<file path="config.mk">
export PLATFORM = sky130hd
export DESIGN_NAME = control_pilot_level_monitor
export DESIGN_NICKNAME = d
export VERILOG_FILES = /design/src/cplm_pkg.sv /design/src/cplm_lane.sv /design/src/cplm_merge.sv /design/src/control_pilot_level_monitor.sv
export SDC_FILE = /design/constraint.sdc
export NUM_CORES = 1
export LEC_CHECK = 0
export BUFFER_PORTS_ARGS = -buffer_cell sky130_fd_sc_hd__buf_2
export CAP_MARGIN = 20
export CORE_UTILIZATION = 65
export CTS_CLUSTER_SIZE = 25
export DETAILED_ROUTE_END_ITERATION = 8
export GPL_ROUTABILITY_DRIVEN = 0
export HOLD_SLACK_MARGIN = 0.15
export PLACE_DENSITY = 0.92
export SKIP_CTS_REPAIR_TIMING = 1
export SYNTH_ARGS = -nofsm -noshare
export SYNTH_HDL_FRONTEND = slang
export SYNTH_SLANG_ARGS = --single-unit
</file>
<file path="constraint.sdc">
create_clock -name i_clk -period 45.8 [get_ports i_clk]
set_clock_uncertainty 0.2 [all_clocks]
set_input_delay 4.58 -clock i_clk [delete_from_list [all_inputs] [get_ports i_clk]]
set_output_delay 4.58 -clock i_clk [all_outputs]
set_load 0.05 [all_outputs]
</file>
<file path="src/cplm_pkg.sv">
// Shared types, constants and classification function for the control pilot level monitor.
`default_nettype none

package cplm_pkg;

    localparam int NUM_READINGS = 4;
    localparam int SAMPLE_W     = 12;
    localparam int READING_W    = 8;

    typedef logic [SAMPLE_W-1:0]  t_sample;
    typedef logic [READING_W-1:0] t_reading;
    typedef logic [1:0]           t_class;
    typedef logic [2:0]           t_reg_index;

    localparam t_class CLASS_12V     = 2'd0;
    localparam t_class CLASS_9V      = 2'd1;
    localparam t_class CLASS_6V      = 2'd2;
    localparam t_class CLASS_UNKNOWN = 2'd3;

    localparam t_reg_index REG_BAND_HIGH_MAX   = 3'd0;
    localparam t_reg_index REG_BAND_HIGH_MIN   = 3'd1;
    localparam t_reg_index REG_BAND_MID_MAX    = 3'd2;
    localparam t_reg_index REG_BAND_MID_MIN    = 3'd3;
    localparam t_reg_index REG_BAND_LOW_MAX    = 3'd4;
    localparam t_reg_index REG_BAND_LOW_MIN    = 3'd5;
    localparam t_reg_index REG_MONITOR_ENABLE  = 3'd6;
    localparam t_reg_index REG_LISTENER_ENABLE = 3'd7;

    localparam t_reading AVG_IDLE = 8'd224;

    // (19a + p) / 20 == a + floor((p - a) / 20); the difference is offset by
    // 260 to stay positive and divided by 20 with a reciprocal multiply.
    localparam int        DIFF_W      = 10;
    localparam int        RECIP_W     = 12;
    localparam int        PROD_W      = DIFF_W + RECIP_W;
    localparam int        DIV_SHIFT   = 16;
    localparam int        QUOT_W      = PROD_W - DIV_SHIFT;
    localparam logic [DIFF_W-1:0]  DIV_OFFSET   = 10'd260;
    localparam logic [RECIP_W-1:0] DIV_RECIP    = 12'd3277;
    localparam t_reading           DIV_OFFSET_Q = 8'd13;

    typedef struct packed {
        t_reading high_max;
        t_reading high_min;
        t_reading mid_max;
        t_reading mid_min;
        t_reading low_max;
        t_reading low_min;
    } t_bands;

    localparam t_bands BANDS_RESET = '{
        high_max: 8'd250,
        high_min: 8'd195,
        mid_max:  8'd180,
        mid_min:  8'd135,
        low_max:  8'd125,
        low_min:  8'd60
    };

    typedef struct packed {
        logic valid;
        logic monitor_en;
        logic listener_en;
        logic listener_wr;
        logic out_free;
    } t_merge_ctl;

    typedef struct packed {
        logic     consume;
        logic     emit;
        t_class   level_class;
        t_reading level_average;
    } t_merge_res;

    function automatic t_class classify(input t_reading v, input t_bands b);
        t_class c;
        if (b.high_min <= v && v <= b.high_max) begin
            c = CLASS_12V;
        end else if (b.mid_min <= v && v <= b.mid_max) begin
            c = CLASS_9V;
        end else if (b.low_min <= v && v <= b.low_max) begin
            c = CLASS_6V;
        end else begin
            c = CLASS_UNKNOWN;
        end
        return c;
    endfunction

endpackage

`default_nettype wire

</file>
<file path="src/cplm_lane.sv">
// One reading lane: cuts a converter reading to 8 bits and masks errors and out-of-range values.
`default_nettype none

module cplm_lane (
    input  wire logic               i_clk,
    input  wire logic               i_load,
    input  wire cplm_pkg::t_sample  i_sample,
    input  wire logic               i_error,
    input  wire cplm_pkg::t_reading i_high_max,
    input  wire cplm_pkg::t_reading i_low_min,
    output cplm_pkg::t_reading      o_value
);
    import cplm_pkg::*;

    t_reading r_value;
    t_reading n_value;
    t_reading w_cut;

    assign w_cut = i_sample[SAMPLE_W-1 -: READING_W];

    always_comb begin
        if (!i_error && w_cut >= i_low_min && w_cut <= i_high_max) begin
            n_value = w_cut;
        end else begin
            n_value = '0;
        end
    end

    always_ff @(posedge i_clk) begin
        if (i_load) begin
            r_value <= n_value;
        end
    end

    assign o_value = r_value;

endmodule

`default_nettype wire

</file>
<file path="src/cplm_merge.sv">
// Merge stage: window peak, running average update, classification and change detection.
`default_nettype none

module cplm_merge #(
    parameter int LANES = 4
) (
    input  wire logic                 i_clk,
    input  wire logic                 i_rst_n,
    input  wire cplm_pkg::t_reading   i_lane [LANES],
    input  wire cplm_pkg::t_merge_ctl i_ctl,
    input  wire cplm_pkg::t_bands     i_bands,
    output cplm_pkg::t_merge_res      o_res
);
    import cplm_pkg::*;

    t_reading r_avg;
    t_class   r_cur;
    t_class   r_rep;

    t_reading          w_peak;
    logic [DIFF_W-1:0] w_diff;
    logic [PROD_W-1:0] w_prod;
    logic [QUOT_W-1:0] w_quot;
    t_reading          w_upd_avg;
    t_reading          w_new_avg;
    t_class            w_new_class;
    logic              w_emit;
    logic              w_consume;

    always_comb begin
        w_peak = '0;
        for (int i = 0; i < LANES; i++) begin
            if (i_lane[i] > w_peak) begin
                w_peak = i_lane[i];
            end
        end
    end

    assign w_diff    = {{(DIFF_W-READING_W){1'b0}}, w_peak}
                     - {{(DIFF_W-READING_W){1'b0}}, r_avg} + DIV_OFFSET;
    assign w_prod    = PROD_W'(w_diff) * PROD_W'(DIV_RECIP);
    assign w_quot    = w_prod[PROD_W-1:DIV_SHIFT];
    assign w_upd_avg = r_avg + READING_W'(w_quot) - DIV_OFFSET_Q;

    always_comb begin
        if (w_peak != '0) begin
            w_new_avg   = w_upd_avg;
            w_new_class = classify(w_upd_avg, i_bands);
        end else begin
            w_new_avg   = r_avg;
            w_new_class = r_cur;
        end
    end

    assign w_emit    = i_ctl.valid && i_ctl.monitor_en && i_ctl.listener_en
                     && (w_new_class != r_rep);
    assign w_consume = i_ctl.valid && (!w_emit || i_ctl.out_free);

    always_ff @(posedge i_clk) begin
        if (!i_rst_n) begin
            r_avg <= AVG_IDLE;
            r_cur <= CLASS_UNKNOWN;
            r_rep <= CLASS_UNKNOWN;
        end else begin
            if (w_consume) begin
                if (!i_ctl.monitor_en) begin
                    r_avg <= AVG_IDLE;
                end else begin
                    r_avg <= w_new_avg;
                    r_cur <= w_new_class;
                end
            end
            if (i_ctl.listener_wr) begin
                r_rep <= CLASS_UNKNOWN;
            end else if (w_consume && w_emit) begin
                r_rep <= w_new_class;
            end
        end
    end

    assign o_res.consume       = w_consume;
    assign o_res.emit          = w_emit;
    assign o_res.level_class   = w_new_class;
    assign o_res.level_average = w_new_avg;

endmodule

`default_nettype wire

</file>
<file path="src/control_pilot_level_monitor.sv">
// Top level of the control pilot level monitor: config registers, reading lanes, merge, output.
//
//  channel   dir   transaction content
//  s_*       in    tdata: sample_a..sample_d (12 b each); tuser: error_a..error_d
//  m_*       out   tdata: level_class (2 b), level_average (8 b)
//  cfg_*     in    write: register index, 8-bit data
//
//  One window per cycle while the input is not stalled; a window is registered in the lanes,
//  then the merge runs peak, average update and classification through one reciprocal
//  multiply, and the result is registered at the output.
//  Synchronous active-low reset; the average restarts at 224, classes at unknown.
//  A held result stalls the input only when the next window also yields a result.
`default_nettype none

module control_pilot_level_monitor #(
    parameter int SAMPLES_PER_WINDOW = 4
) (
    input  wire logic        i_clk,
    input  wire logic        i_rst_n,
    input  wire logic        i_s_tvalid,
    output logic             o_s_tready,
    input  wire logic [47:0] i_s_tdata,  // sample_a, sample_b, sample_c, sample_d
    input  wire logic [3:0]  i_s_tuser,  // error_a, error_b, error_c, error_d
    output logic             o_m_tvalid,
    input  wire logic        i_m_tready,
    output logic [15:0]      o_m_tdata,  // level_class, level_average, zero fill
    input  wire logic        i_cfg_wr_en,
    input  wire logic [2:0]  i_cfg_index,
    input  wire logic [7:0]  i_cfg_wdata
);
    import cplm_pkg::*;

    localparam int LANES = (SAMPLES_PER_WINDOW > NUM_READINGS) ? NUM_READINGS
                                                               : SAMPLES_PER_WINDOW;

    t_bands     r_bands;
    logic       r_monitor_en;
    logic       r_listener_en;
    logic       r_s1_valid;
    logic       r_m_valid;
    t_class     r_m_class;
    t_reading   r_m_avg;

    logic       w_load;
    logic       w_listener_wr;
    t_reading   w_lane [LANES];
    t_merge_ctl w_ctl;
    t_merge_res w_res;

    assign w_listener_wr = i_cfg_wr_en && (i_cfg_index == REG_LISTENER_ENABLE);

    always_ff @(posedge i_clk) begin
        if (!i_rst_n) begin
            r_bands       <= BANDS_RESET;
            r_monitor_en  <= 1'b0;
            r_listener_en <= 1'b0;
        end else if (i_cfg_wr_en) begin
            case (i_cfg_index)
                REG_BAND_HIGH_MAX:   r_bands.high_max <= i_cfg_wdata;
                REG_BAND_HIGH_MIN:   r_bands.high_min <= i_cfg_wdata;
                REG_BAND_MID_MAX:    r_bands.mid_max  <= i_cfg_wdata;
                REG_BAND_MID_MIN:    r_bands.mid_min  <= i_cfg_wdata;
                REG_BAND_LOW_MAX:    r_bands.low_max  <= i_cfg_wdata;
                REG_BAND_LOW_MIN:    r_bands.low_min  <= i_cfg_wdata;
                REG_MONITOR_ENABLE:  r_monitor_en     <= i_cfg_wdata[0];
                REG_LISTENER_ENABLE: r_listener_en    <= i_cfg_wdata[0];
                default: ;
            endcase
        end
    end

    assign o_s_tready = !r_s1_valid || w_res.consume;
    assign w_load     = i_s_tvalid && o_s_tready;

    for (genvar g = 0; g < LANES; g++) begin : g_lane
        cplm_lane u_lane (
            .i_clk      (i_clk),
            .i_load     (w_load),
            .i_sample   (i_s_tdata[g*SAMPLE_W +: SAMPLE_W]),
            .i_error    (i_s_tuser[g]),
            .i_high_max (r_bands.high_max),
            .i_low_min  (r_bands.low_min),
            .o_value    (w_lane[g])
        );
    end

    always_ff @(posedge i_clk) begin
        if (!i_rst_n) begin
            r_s1_valid <= 1'b0;
        end else if (w_load) begin
            r_s1_valid <= 1'b1;
        end else if (w_res.consume) begin
            r_s1_valid <= 1'b0;
        end
    end

    assign w_ctl.valid       = r_s1_valid;
    assign w_ctl.monitor_en  = r_monitor_en;
    assign w_ctl.listener_en = r_listener_en;
    assign w_ctl.listener_wr = w_listener_wr;
    assign w_ctl.out_free    = !r_m_valid || i_m_tready;

    cplm_merge #(
        .LANES (LANES)
    ) u_merge (
        .i_clk   (i_clk),
        .i_rst_n (i_rst_n),
        .i_lane  (w_lane),
        .i_ctl   (w_ctl),
        .i_bands (r_bands),
        .o_res   (w_res)
    );

    always_ff @(posedge i_clk) begin
        if (!i_rst_n) begin
            r_m_valid <= 1'b0;
        end else if (w_res.consume && w_res.emit) begin
            r_m_valid <= 1'b1;
        end else if (i_m_tready) begin
            r_m_valid <= 1'b0;
        end
    end

    always_ff @(posedge i_clk) begin
        if (w_res.consume && w_res.emit) begin
            r_m_class <= w_res.level_class;
            r_m_avg   <= w_res.level_average;
        end
    end

    assign o_m_tvalid = r_m_valid;
    assign o_m_tdata  = {6'b0, r_m_avg, r_m_class};

endmodule

`default_nettype wire

</file>
# --- Word-level counts from Yosys, hierarchy flattened ---
# Cells that the tools add are included.
op_classes:
  multipliers: 1
  mux: 14
  bitwise: 1
  reduce_logical: 42
  n_eq_ne: 8
  n_div: 0
  n_shift: 0
  magnitude_cmp: 18
  addsub: 4
op_table:
  columns: ["cell", "count"]
  rows:
  - ["8-bit <= comparator", 10]
  - ["8-bit two-way mux", 6]
  - ["8-bit greater-or-equal comparator", 4]
  - ["8-bit greater-than comparator", 3]
  - ["10-bit by 12-bit multiplier with 22-bit output (second input constant)", 1]
  - ["1-bit logical AND", 18]
  - ["2-bit AND reduction", 9]
  - ["3-bit == test (second input constant)", 4]
  - ["10-bit by 9-bit adder with 10-bit output (second input constant)", 1]
  - ["8-bit by 8-bit subtractor with 9-bit output", 1]
  - ["8-bit by 6-bit adder with 8-bit output", 1]
  - ["8-bit by 1-bit greater-than comparator with 1-bit output (second input constant)", 1]
  - ["8-bit nonzero test", 1]
  - ["8-bit by 4-bit subtractor with 8-bit output (second input constant)", 1]
  - ["1-bit logical NOT", 7]
  - ["3-bit by 2-bit == test with 1-bit output (second input constant)", 2]
  - ["2-bit two-way mux", 3]
  - ["1-bit two-way mux", 5]
  - ["2-bit nonzero test", 2]
  - ["3-bit by 1-bit == test with 1-bit output (second input constant)", 1]
  - ["3-bit logical NOT", 1]
  - ["1-bit logical OR", 3]
  - ["2-bit inequality test", 1]
  - ["2-bit OR reduction", 1]
  - ["1-bit NOT", 1]
totals:
  register_bits: 106
  input_bits: 68
  word_cells: 107
  mem_bits_ro: 0
  ram_bits: 0
  latchBits: 0
  memories: 0
  output_inout_bits: 18

# --- Longest topological paths before layout ---
# Gate-level depths: netlist (run 1).
depth:
  depth_word: 27
  mapped_depth: 71
  ltp_nobuf: 71

# --- By module ---
# From an unflattened synthesis (run 1), not the netlist that was laid out.
unflattened:
  cells_unflattened: 1184
  hier_area_um2: 10959.3
by_module_without_submodules:
  columns: ["module", "seq_area_each_um2", "instances", "cells_each", "area_each_um2"]
  rows:
  - ["cplm_merge", 240.2, 1, 678, 5626.6]
  - ["cplm_lane", 240.2, 4, 71, 710.7]
  - ["control_pilot_level_monitor", 1341.3, 1, 222, 2489.9]

# --- Least setup slack after synthesis (run 1) ---
# OpenSTA, ideal clock, no wires.
synth_timing:
  kind: "reg2out"
  startpoint: "register g_lane[0].u_lane.r_value[0]"
  endpoint: "output o_s_tready"
  t_required_ns: 41.020
  arrival_ns: 13.989
  path_buffers: 3
  path_slack_ns: 27.031
  stages_incl_launch_ff: 66
  cell_sequence: "edfxtp_1 > clkbuf_1 > ha_1 > nand4_1 > or2_2 > a31oi_1 > mux2i_1 > ha_1 > nor2b_1 > o211ai_1 > a21oi_1 > o22ai_1 > clkbuf_1 > o21ai_0 > ha_1 > o21a_1 > o211ai_1 > a21o_1 > (+30 left out) > fa_1 > a21o_1 > a21oi_1 > o21ai_0 > a21oi_1 > xnor2_1 > inv_1 > ha_1 > inv_1 > nor3_1 > o311ai_0 > a221oi_1 > nand3_1 > a2bb2oi_1 > mux2_4 > mux2i_4 > nand2_1 > inv_1"
synth_lines:
  columns: ["item", "line_no", "text"]
  rows:
  - ["start, declared", "cplm_lane.sv:15", "t_reading r_value;"]
  - ["start signal, assigned", "cplm_lane.sv:31", "r_value <= n_value;"]
  - ["end, declared", "control_pilot_level_monitor.sv:21", "output logic o_s_tready,"]

==> impl_results.md, run 1 <==
* DR pass1 iterations at 5
* Final hold vios at 0
* Die height at 126.9 microns
* Most numerous cell in the Yosys netlist: ha_1
* Seq/Total Area, Yosys at 25.06%
* Hold path endpoint: r_bands[25]
* Grt ovf at 0
* Main synth FF type: dfxtp_1
* Synthesis-stage register bit count at 106
* Worst slew pin tran at 1.074 ns
* Outcome: finished, final reports clean
* Critical Path Fanout Max at 17
* First-pass GRT wire length at 40,790 microns
* Min-Delay Path Class: register to register
* Startpoint types: register
* CP Class: register to output pin
* RR Endpoint: g_lane[1].u_lane.o_value[6]
* Row count at 45
* Async S/R FF share, synth at 0%
* Die Wd at 126.9 microns
* Slew margin rel. at 28.41%
* Reg2reg start: g_lane[0].u_lane.o_value[3]
* Final setup violation count at 0
* Vias in the first global route at 8,598
* CP required at 41.02 ns
* Ys Warns at 0
* Number of synthesized flops with an enable pin at 42
* Crit path largest cell delay at 0.79 ns
* Avg Cell Area, Syn at 9.020 sq um
* RSZ-0062 raised after global routing: false
* Clock Latency Late Sink at 0.37 ns
* Hold depth at 2
* Worst Hold Launch: r_bands[25]
* Core footprint at 0.01520 sq mm
* Max Root-Sink Buffers at 2
* Count of cell types in the netlist at 64
* H-Tree Depth at 3
* CTS buffer count at 9
* CP arrival at 17.24 ns
* Iteration-0 DRC count of the detailed router at 563
* Largest area contributor in the synthesized netlist: ha_1
* Routed WL per cell at 18.24 microns
* Routed wire length at 25,080 microns
* Post-synth top cells: ha_1, inv_1, nand2_1, dfxtp_1, a21oi_1
* Root Buffer: clkbuf_16
* Worst r2r path cells at 63
* Initial Utilization at 66.75%
* Final ANT Viol Nets at 0
* Vias per cell at 6.227
* Initial antenna violation count at 1
* Detailed placement HPWL at 19,580 microns
* Largest net degree at the start of global routing at 65
* Top-level I/O count at 86
* Port Buffers at 63
* Max Cap Viol at 0
* Worst R2R Setup Slack at 28.37 ns
* Worst-path clk slew at 0.07 ns
* Layout net count at 1,489
* Post-synth top area share at 26.14%
* Slowest stage cell on the critical path: o22ai_1
* Layout cells sized above 1 at 8.263%
* Final slew viol count at 0
* Fmax at 45.42 MHz
* DIE AREA at 0.01612 sq mm
* Minimum clock period at 22.02 ns
* Tot GR Track Use at 32.29%
* Most used cell, CP: inv_1
* Crit. End Element: output pin
* DR DRC count at 0
* Sum Neg Setup Slack at 0 ns
* Final worst path period share at 48.07%
* Cells after Synth at 1,125
* Clk sinks at 106
* Via count at 8,562
* Cell area after synthesis at 0.01015 sq mm
* CTS tree: built
* Layout area overhead at 7.744%
* Ranking of synthesized cells by area: ha_1, dfxtp_1, edfxtp_1, fa_1, inv_1
==> metal layers <==
metal  global-route usage (%)  part of all wire (%)  vias to the layer above  wire, microns
li1                         -                     -                     4063              -
met1                    39.78                    41                     4007          10180
met2                    55.56                    47                      405          11910
met3                    4.133                   7.6                       87           1905
met4                    16.39                   4.3                        0           1076
met5                        0                     0                        -              0
==> critical path: cells and delay by family, from the launching register on <==
kind | cells | cell delay (ns)
buf+inv | 11 | 1.19
fa+ha+maj | 15 | 5.73
compound gates | 21 | 5.63
xor+xnor | 4 | 0.99
simple gates | 9 | 1.76
mux | 4 | 1.18
flops | 1 | 0.39
==> metrics by stage <==
| stage | area [sq um] | cells | setup slack, ns | hold WS, ns | utilization [%] |
|---|---|---|---|---|---|
| floorplan | 10170 | 1130 | 27.03 | 0.2435 | - |
| global placement | 10610 | 1356 | 24.92 | 0.2533 | 69.79 |
| detailed placement | 10620 | 1357 | 24.59 | 0.2650 | 69.83 |
| CTS | 10920 | 1373 | 24.04 | 0.2746 | 71.85 |
| global route | 10930 | 1375 | 22.82 | 0.3004 | 71.92 |
| finish | 10930 | 1375 | 23.78 | 0.2730 | 71.92 |
==> flip-flops by register name, summed over array words and instances (netlist names) <==
| register | count |
|---|---|
| r_bands | 48 |
| u_merge.r_avg | 8 |
| u_merge.r_rep | 2 |
| u_merge.r_cur | 2 |
| o_m_tvalid | 1 |
| r_m_class | 2 |
| r_monitor_en | 1 |
| g_lane.u_lane.o_value | 32 |
| r_s1_valid | 1 |
| r_listener_en | 1 |
| r_m_avg | 8 |
==> logic make-up (layout without fill, tap and decap cells) <==
logic type / after synthesis / in the layout / synth area share (%)
adder cells (fa/ha/maj): 244 / 244 / 32.07
other: 1 / 7 / 0.03696
AND/OR/NAND/NOR: 319 / 319 / 15.67
buffers and inverters: 169 / 225 / 6.486
flip-flops: 106 / 106 / 25.06
multiplexers: 22 / 22 / 2.404
XOR/XNOR: 29 / 29 / 2.577
AO/OA/AOI/OAI: 235 / 235 / 15.70
==> cell usage in the layout (no fill, tap or decap), types with 26 or more instances in the layout <==
| cell | n |
|---|---|
| nor2_1 | 27 |
| a21o_1 | 32 |
| and2_1 | 36 |
| dfxtp_1 | 64 |
| buf_2 | 64 |
| ha_1 | 212 |
| o211ai_1 | 30 |
| inv_1 | 141 |
| o21ai_0 | 39 |
| nand3_1 | 33 |
| edfxtp_1 | 42 |
| a21oi_1 | 46 |
| nor2b_1 | 26 |
| fa_1 | 28 |
| nand2_1 | 122 |
==> how the worst max path moves through the flow <==
stage / startpoint / end / slack (ns) / cells past startpoint
after global placement: g_lane[1].u_lane.o_value[2] / o_s_tready / 24.92 / 62
after global routing: g_lane[0].u_lane.o_value[3] / o_s_tready / 22.82 / 62
after floorplan: g_lane[0].u_lane.o_value[0] / o_s_tready / 27.03 / 65
final: g_lane[0].u_lane.o_value[3] / o_s_tready / 23.78 / 64
after CTS: g_lane[0].u_lane.o_value[3] / o_s_tready / 24.04 / 64
after detailed placement: g_lane[0].u_lane.o_value[3] / o_s_tready / 24.59 / 64
==> cell type report <==
class                   instances  area [sq um]
multi-input cells             855          6965
fillers                      1044          4269
flip-flops and latches        106          2542
inverters                     141         529.3
repair buffers                 68         350.3
well taps                     188         235.2
clock buffers                  10         229.0
clock inverters                 6         78.83
diodes                          1         2.502
Power of run 1 is left out: the tool's default activity adds up to more than one toggle a clock period on the data nets, which glitch-free logic cannot reach.
==> run 2, diff against run 1 <==
Settings changed: CORE_UTILIZATION 65 to 62, PLACE_DENSITY 0.92 to 0.88.
Clock period 45.8 ns to 23 ns, I/O delays scaled along.
==> impl_results.md, run 2 (synthesis gave the netlist of run 1 again) <==
* Max Cap Viol at 0 (unchanged)
* Most used cell, CP: ha_1
* Max reg flops at 48 (unchanged)
* Top-level I/O count at 86 (unchanged)
* Commonest non-fill, non-tap cell in the layout: ha_1
* Routed WL per cell at 17.00 microns (-6.8%)
* Hold path endpoint: r_bands[9]
* CP arrival at 17.05 ns (-0.19 ns)
* Worst r2r path cells at 64 (+1.6%)
* Placed cell count at 1,385 (+2.1%)
* DR pass1 iterations at 5 (unchanged)
* DIE AREA at 0.01688 sq mm (+4.8%)
* RSZ-0062 raised after global routing: false
* Initial antenna violation count at 1 (unchanged)
* Vias per cell at 5.915 (-5.0%)
* CP required at 20.50 ns (-20.52 ns)
* Final hold vios at 0 (unchanged)
* Initial Utilization at 63.65% (-3.1 points)
* Crit path largest cell delay at 0.78 ns (about the same)
* Largest net degree at the start of global routing at 65 (unchanged)
* Final slew viol count at 0 (unchanged)
* Final ANT Viol Nets at 0 (unchanged)
* FF+latch area at 0.002542 sq mm (unchanged)
* Layout area overhead at 7.929%
* Iteration-0 DRC count of the detailed router at 552 (-2.0%)
* Core footprint at 0.01594 sq mm (+4.9%)
* Root Buffer: clkbuf_16
* Min-Delay Path Class: register to register
* Worst R2R Setup Slack at 5.62 ns (-22.75 ns)
* Clk sinks at 106 (unchanged)
* Die Wd at 129.9 microns (+2.4%)
* H-Tree Depth at 3 (unchanged)
* Final setup violation count at 0 (unchanged)
* Sum Neg Setup Slack at 0 ns (unchanged)
* Via count at 8,304 (-3.0%)
* Die height at 129.9 microns (+2.4%)
* Final worst path period share at 85.01%
* Worst-path clk slew at 0.07 ns (about the same)
* Hold_ws at 0.2701 ns (-0.002920 ns)
* Row count at 46 (+2.2%)
* Layout fillers at 1,233 (+18%)
* Commonest non-fill, non-tap cells in the layout: ha_1, inv_1, nand2_1, buf_2, dfxtp_1
* CP Class: register to output pin
* Final Non-Filler Cells at 1,404 (+2.1%)
* Clock Latency Late Sink at 0.35 ns (-0.02 ns)
* Tot GR Track Use at 29.91% (-2.4 points)
* Slowest stage cell on the critical path: o22ai_1
* Largest register by flop count: r_bands
* CTS tree: built
* Port Buffers at 63 (unchanged)
* First-pass GRT wire length at 39,120 microns (-4.1%)
* Detailed placement HPWL at 18,810 microns (-3.9%)
* Layout net count at 1,490 (+0.067%)
* Layout cells sized above 1 at 8.340% (+0.077 points)
* Fmax at 51.14 MHz
* Worst slew pin tran at 1.048 ns (-0.02581 ns)
* Slew margin rel. at 30.13% (+1.7 points)
* Vias in the first global route at 8,080 (-6.0%)
* Minimum clock period at 19.55 ns
* Worst Hold Launch: r_bands[9]
* Grt ovf at 0 (unchanged)
* Startpoint types: register
* Reg2reg start: g_lane[1].u_lane.o_value[5]
* Hold depth at 2 (unchanged)
* Max Root-Sink Buffers at 2 (unchanged)
* Multi-input logic area at 0.006965 sq mm (unchanged)
* RR Endpoint: r_m_avg[1]
* Routed wire length at 23,870 microns (-4.8%)
* DR DRC count at 0 (unchanged)
* Critical Path Fanout Max at 17 (unchanged)
* Crit. End Element: output pin
* Outcome: finished, final reports clean
* CTS buffer count at 9 (unchanged)
[run 2: worst max path at each step]
stage	start	to	slack, ns
floorplan	g_lane[0].u_lane.o_value[0]	o_s_tready	6.51
global placement	g_lane[1].u_lane.o_value[2]	o_s_tready	4.36
detailed placement	g_lane[1].u_lane.o_value[5]	o_s_tready	4.05
CTS	g_lane[1].u_lane.o_value[5]	o_s_tready	3.58
global route	g_lane[0].u_lane.o_value[5]	o_s_tready	2.29
finish	g_lane[1].u_lane.o_value[5]	o_s_tready	3.45
[run 2: worst max-delay path, delay by kind of cell, from the launching register on]
family          cells  cell delay, ns
compound gates     21            5.54
xor+xnor            4            1.10
fa+ha+maj          15            5.33
buf+inv             9            1.06
flops               1            0.43
mux                 4            1.20
simple gates       11            2.01
[run 2: final cells by class]
cell class	instances	share of cell area, %
multi-input combinational	855	63.60
sequential	106	23.21
inverter	141	4.833
timing repair buffer	69	3.267
tap	216	2.468
clock buffer	10	2.091
clock inverter	6	0.5027
antenna	1	0.02285
[run 2: layer usage]
| layer | track usage (%) | up-vias | share of wire, % |
|---|---|---|---|
| li1 | - | 4076 | - |
| met1 | 38.78 | 3888 | 44 |
| met2 | 51.81 | 282 | 48 |
| met3 | 3.034 | 58 | 5.7 |
| met4 | 10.74 | 0 | 3.0 |
| met5 | 0 | - | 0 |
[run 2: stage by stage]
| step | utilization, % | instance area, sq um | setup slack (ns) |
|---|---|---|---|
| 5_1_grt | 68.69 | 10950 | 2.290 |
| 3_5_place_dp | 66.82 | 10650 | 4.050 |
| 3_3_place_gp | 66.82 | 10650 | 4.357 |
| 4_1_cts | 68.60 | 10940 | 3.578 |
| 2_1_floorplan | - | 10170 | 6.511 |
| 6_report | 68.69 | 10950 | 3.447 |
Power of run 2 is left out for the same reason.
==> run 3, diff against run 2 <==
Settings changed: PLACE_DENSITY 0.88 to 0.85.
==> impl_results.md, run 3 (synthesis gave the netlist of run 1 again) <==
* Outcome: finished, final reports clean
* Fmax at 51.49 MHz (+0.68%)
* Commonest non-fill, non-tap cells in the layout: ha_1, inv_1, nand2_1, dfxtp_1, buf_2
* Row count at 46 (unchanged)
* Crit path largest cell delay at 0.80 ns (+0.02 ns)
* Port Buffers at 63 (unchanged)
* CP Capture Point: o_s_tready
* Vias in the first global route at 7,962 (-1.5%)
* Worst slew pin tran at 1.072 ns (+0.02382 ns)
* Multi-input logic area at 0.006965 sq mm (unchanged)
* Initial antenna violation count at 1 (unchanged)
* Routed wire length at 23,560 microns (-1.3%)
* Largest net degree at the start of global routing at 65 (unchanged)
* Crit path launch: g_lane[1].u_lane.o_value[3]
* Root Buffer: clkbuf_16
* Via count at 8,143 (-1.9%)
* H-Tree Depth at 3 (unchanged)
* DR DRC count at 0 (unchanged)
* Sum Neg Setup Slack at 0 ns (unchanged)
* Iteration-0 DRC count of the detailed router at 396 (-28%)
* Max Cap Viol at 0 (unchanged)
* First-pass GRT wire length at 38,390 microns (-1.9%)
* Initial Utilization at 63.65% (unchanged)
* Grt ovf at 0 (unchanged)
* Min-Delay Path Class: register to register
* Vias per cell at 5.808 (-1.8%)
* Final ANT Viol Nets at 0 (unchanged)
* Final worst path period share at 84.44% (-0.58 points)
* CTS buffer count at 9 (unchanged)
* Top-level I/O count at 86 (unchanged)
* Die Wd at 129.9 microns (unchanged)
* Routed WL per cell at 16.81 microns (-1.1%)
* Slew margin rel. at 28.54% (-1.6 points)
* Detailed placement HPWL at 19,060 microns (+1.3%)
* Core footprint at 0.01594 sq mm (unchanged)
* DIE AREA at 0.01688 sq mm (unchanged)
* Layout cells sized above 1 at 8.270% (-0.070 points)
* Worst R2R Setup Slack at 5.87 ns (+0.25 ns)
* CTS tree: built
* Max reg flops at 48 (unchanged)
* CP Class: register to output pin
* Layout fillers at 1,238 (+0.41%)
* Layout area overhead at 7.879% (about the same)
* Clock Latency Late Sink at 0.36 ns (about the same)
* Final setup violation count at 0 (unchanged)
* Critical Path Fanout Max at 17 (unchanged)
* Tot GR Track Use at 29.56% (-0.35 points)
* Max Root-Sink Buffers at 2 (unchanged)
* Layout net count at 1,488 (-0.13%)
* FF+latch area at 0.002542 sq mm (unchanged)
* Worst-path clk slew at 0.07 ns (about the same)
* Final hold vios at 0 (unchanged)
* Crit. End Element: output pin
* CP required at 20.50 ns (about the same)
* Final slew viol count at 0 (unchanged)
* Worst r2r path cells at 62 (-3.1%)
* CP arrival at 16.92 ns (-0.13 ns)
* RR Endpoint: g_lane[0].u_lane.o_value[6]
* RSZ-0062 raised after global routing: false
* Startpoint types: register
* Die height at 129.9 microns (unchanged)
* Reg2reg start: g_lane[1].u_lane.o_value[3]
* DR pass1 iterations at 5 (unchanged)
* Clk sinks at 106 (unchanged)
* Slowest stage cell on the critical path: o22ai_1
* Minimum clock period at 19.42 ns (-0.1330 ns)
* Most used cell, CP: ha_1
* Largest register by flop count: r_bands
* Commonest non-fill, non-tap cell in the layout: ha_1
[run 3: changes by cell type in the layout (fill, tap and decap cells not counted), sizes merged]
cell	before	now
buf	69	67
clkinv	1	2
clkbuf	10	9
[run 3: how the worst min path moves through the flow]
stage                           start     endpoint  cells past startpoint  slack [ns]
after floorplan           r_bands[15]  r_bands[15]                      2        0.24
after global placement    r_bands[42]  r_bands[42]                      2        0.25
after detailed placement  r_bands[25]  r_bands[25]                      2        0.26
after CTS                 r_bands[25]  r_bands[25]                      2        0.27
after global routing      r_bands[36]  r_bands[36]                      2        0.30
final                     r_bands[25]  r_bands[25]                      2        0.27
[run 3: cell type report]
class / instances / area share, %
diodes: 1 / 0.02286
well taps: 216 / 2.469
flip-flops and latches: 106 / 23.23
inverters: 141 / 4.835
clock inverters: 7 / 0.6058
multi-input cells: 855 / 63.63
clock buffers: 9 / 2.057
repair buffers: 67 / 3.155
[run 3: layer usage]
layer	vias up	GRT usage, %	share of wire (%)
li1	4076	-	-
met1	3790	37.89	44
met2	232	51.15	48
met3	45	4.510	5.4
met4	0	9.439	2.3
met5	-	0	0
[run 3: critical path, delay by kind of cell, from the launching register on]
kind	cells	cell delay [ns]
adder cells (fa/ha/maj)	14	5.40
AO/OA/AOI/OAI	24	6.18
XOR/XNOR	4	0.95
multiplexers	3	0.98
buffers and inverters	9	0.83
flip-flops	1	0.44
AND/OR/NAND/NOR	9	1.76
[run 3: per-stage QoR]
step	hold slack (ns)	worst slack, ns	util [%]	cells	instance area [sq um]
6_report	0.2712	3.580	68.66	1402	10950
5_1_grt	0.3028	2.419	68.66	1402	10950
2_1_floorplan	0.2435	6.511	-	1130	10170
3_5_place_dp	0.2636	4.092	66.77	1384	10650
4_1_cts	0.2730	3.633	68.60	1400	10940
3_3_place_gp	0.2549	4.418	66.77	1384	10650
Power of run 3 is left out for the same reason.
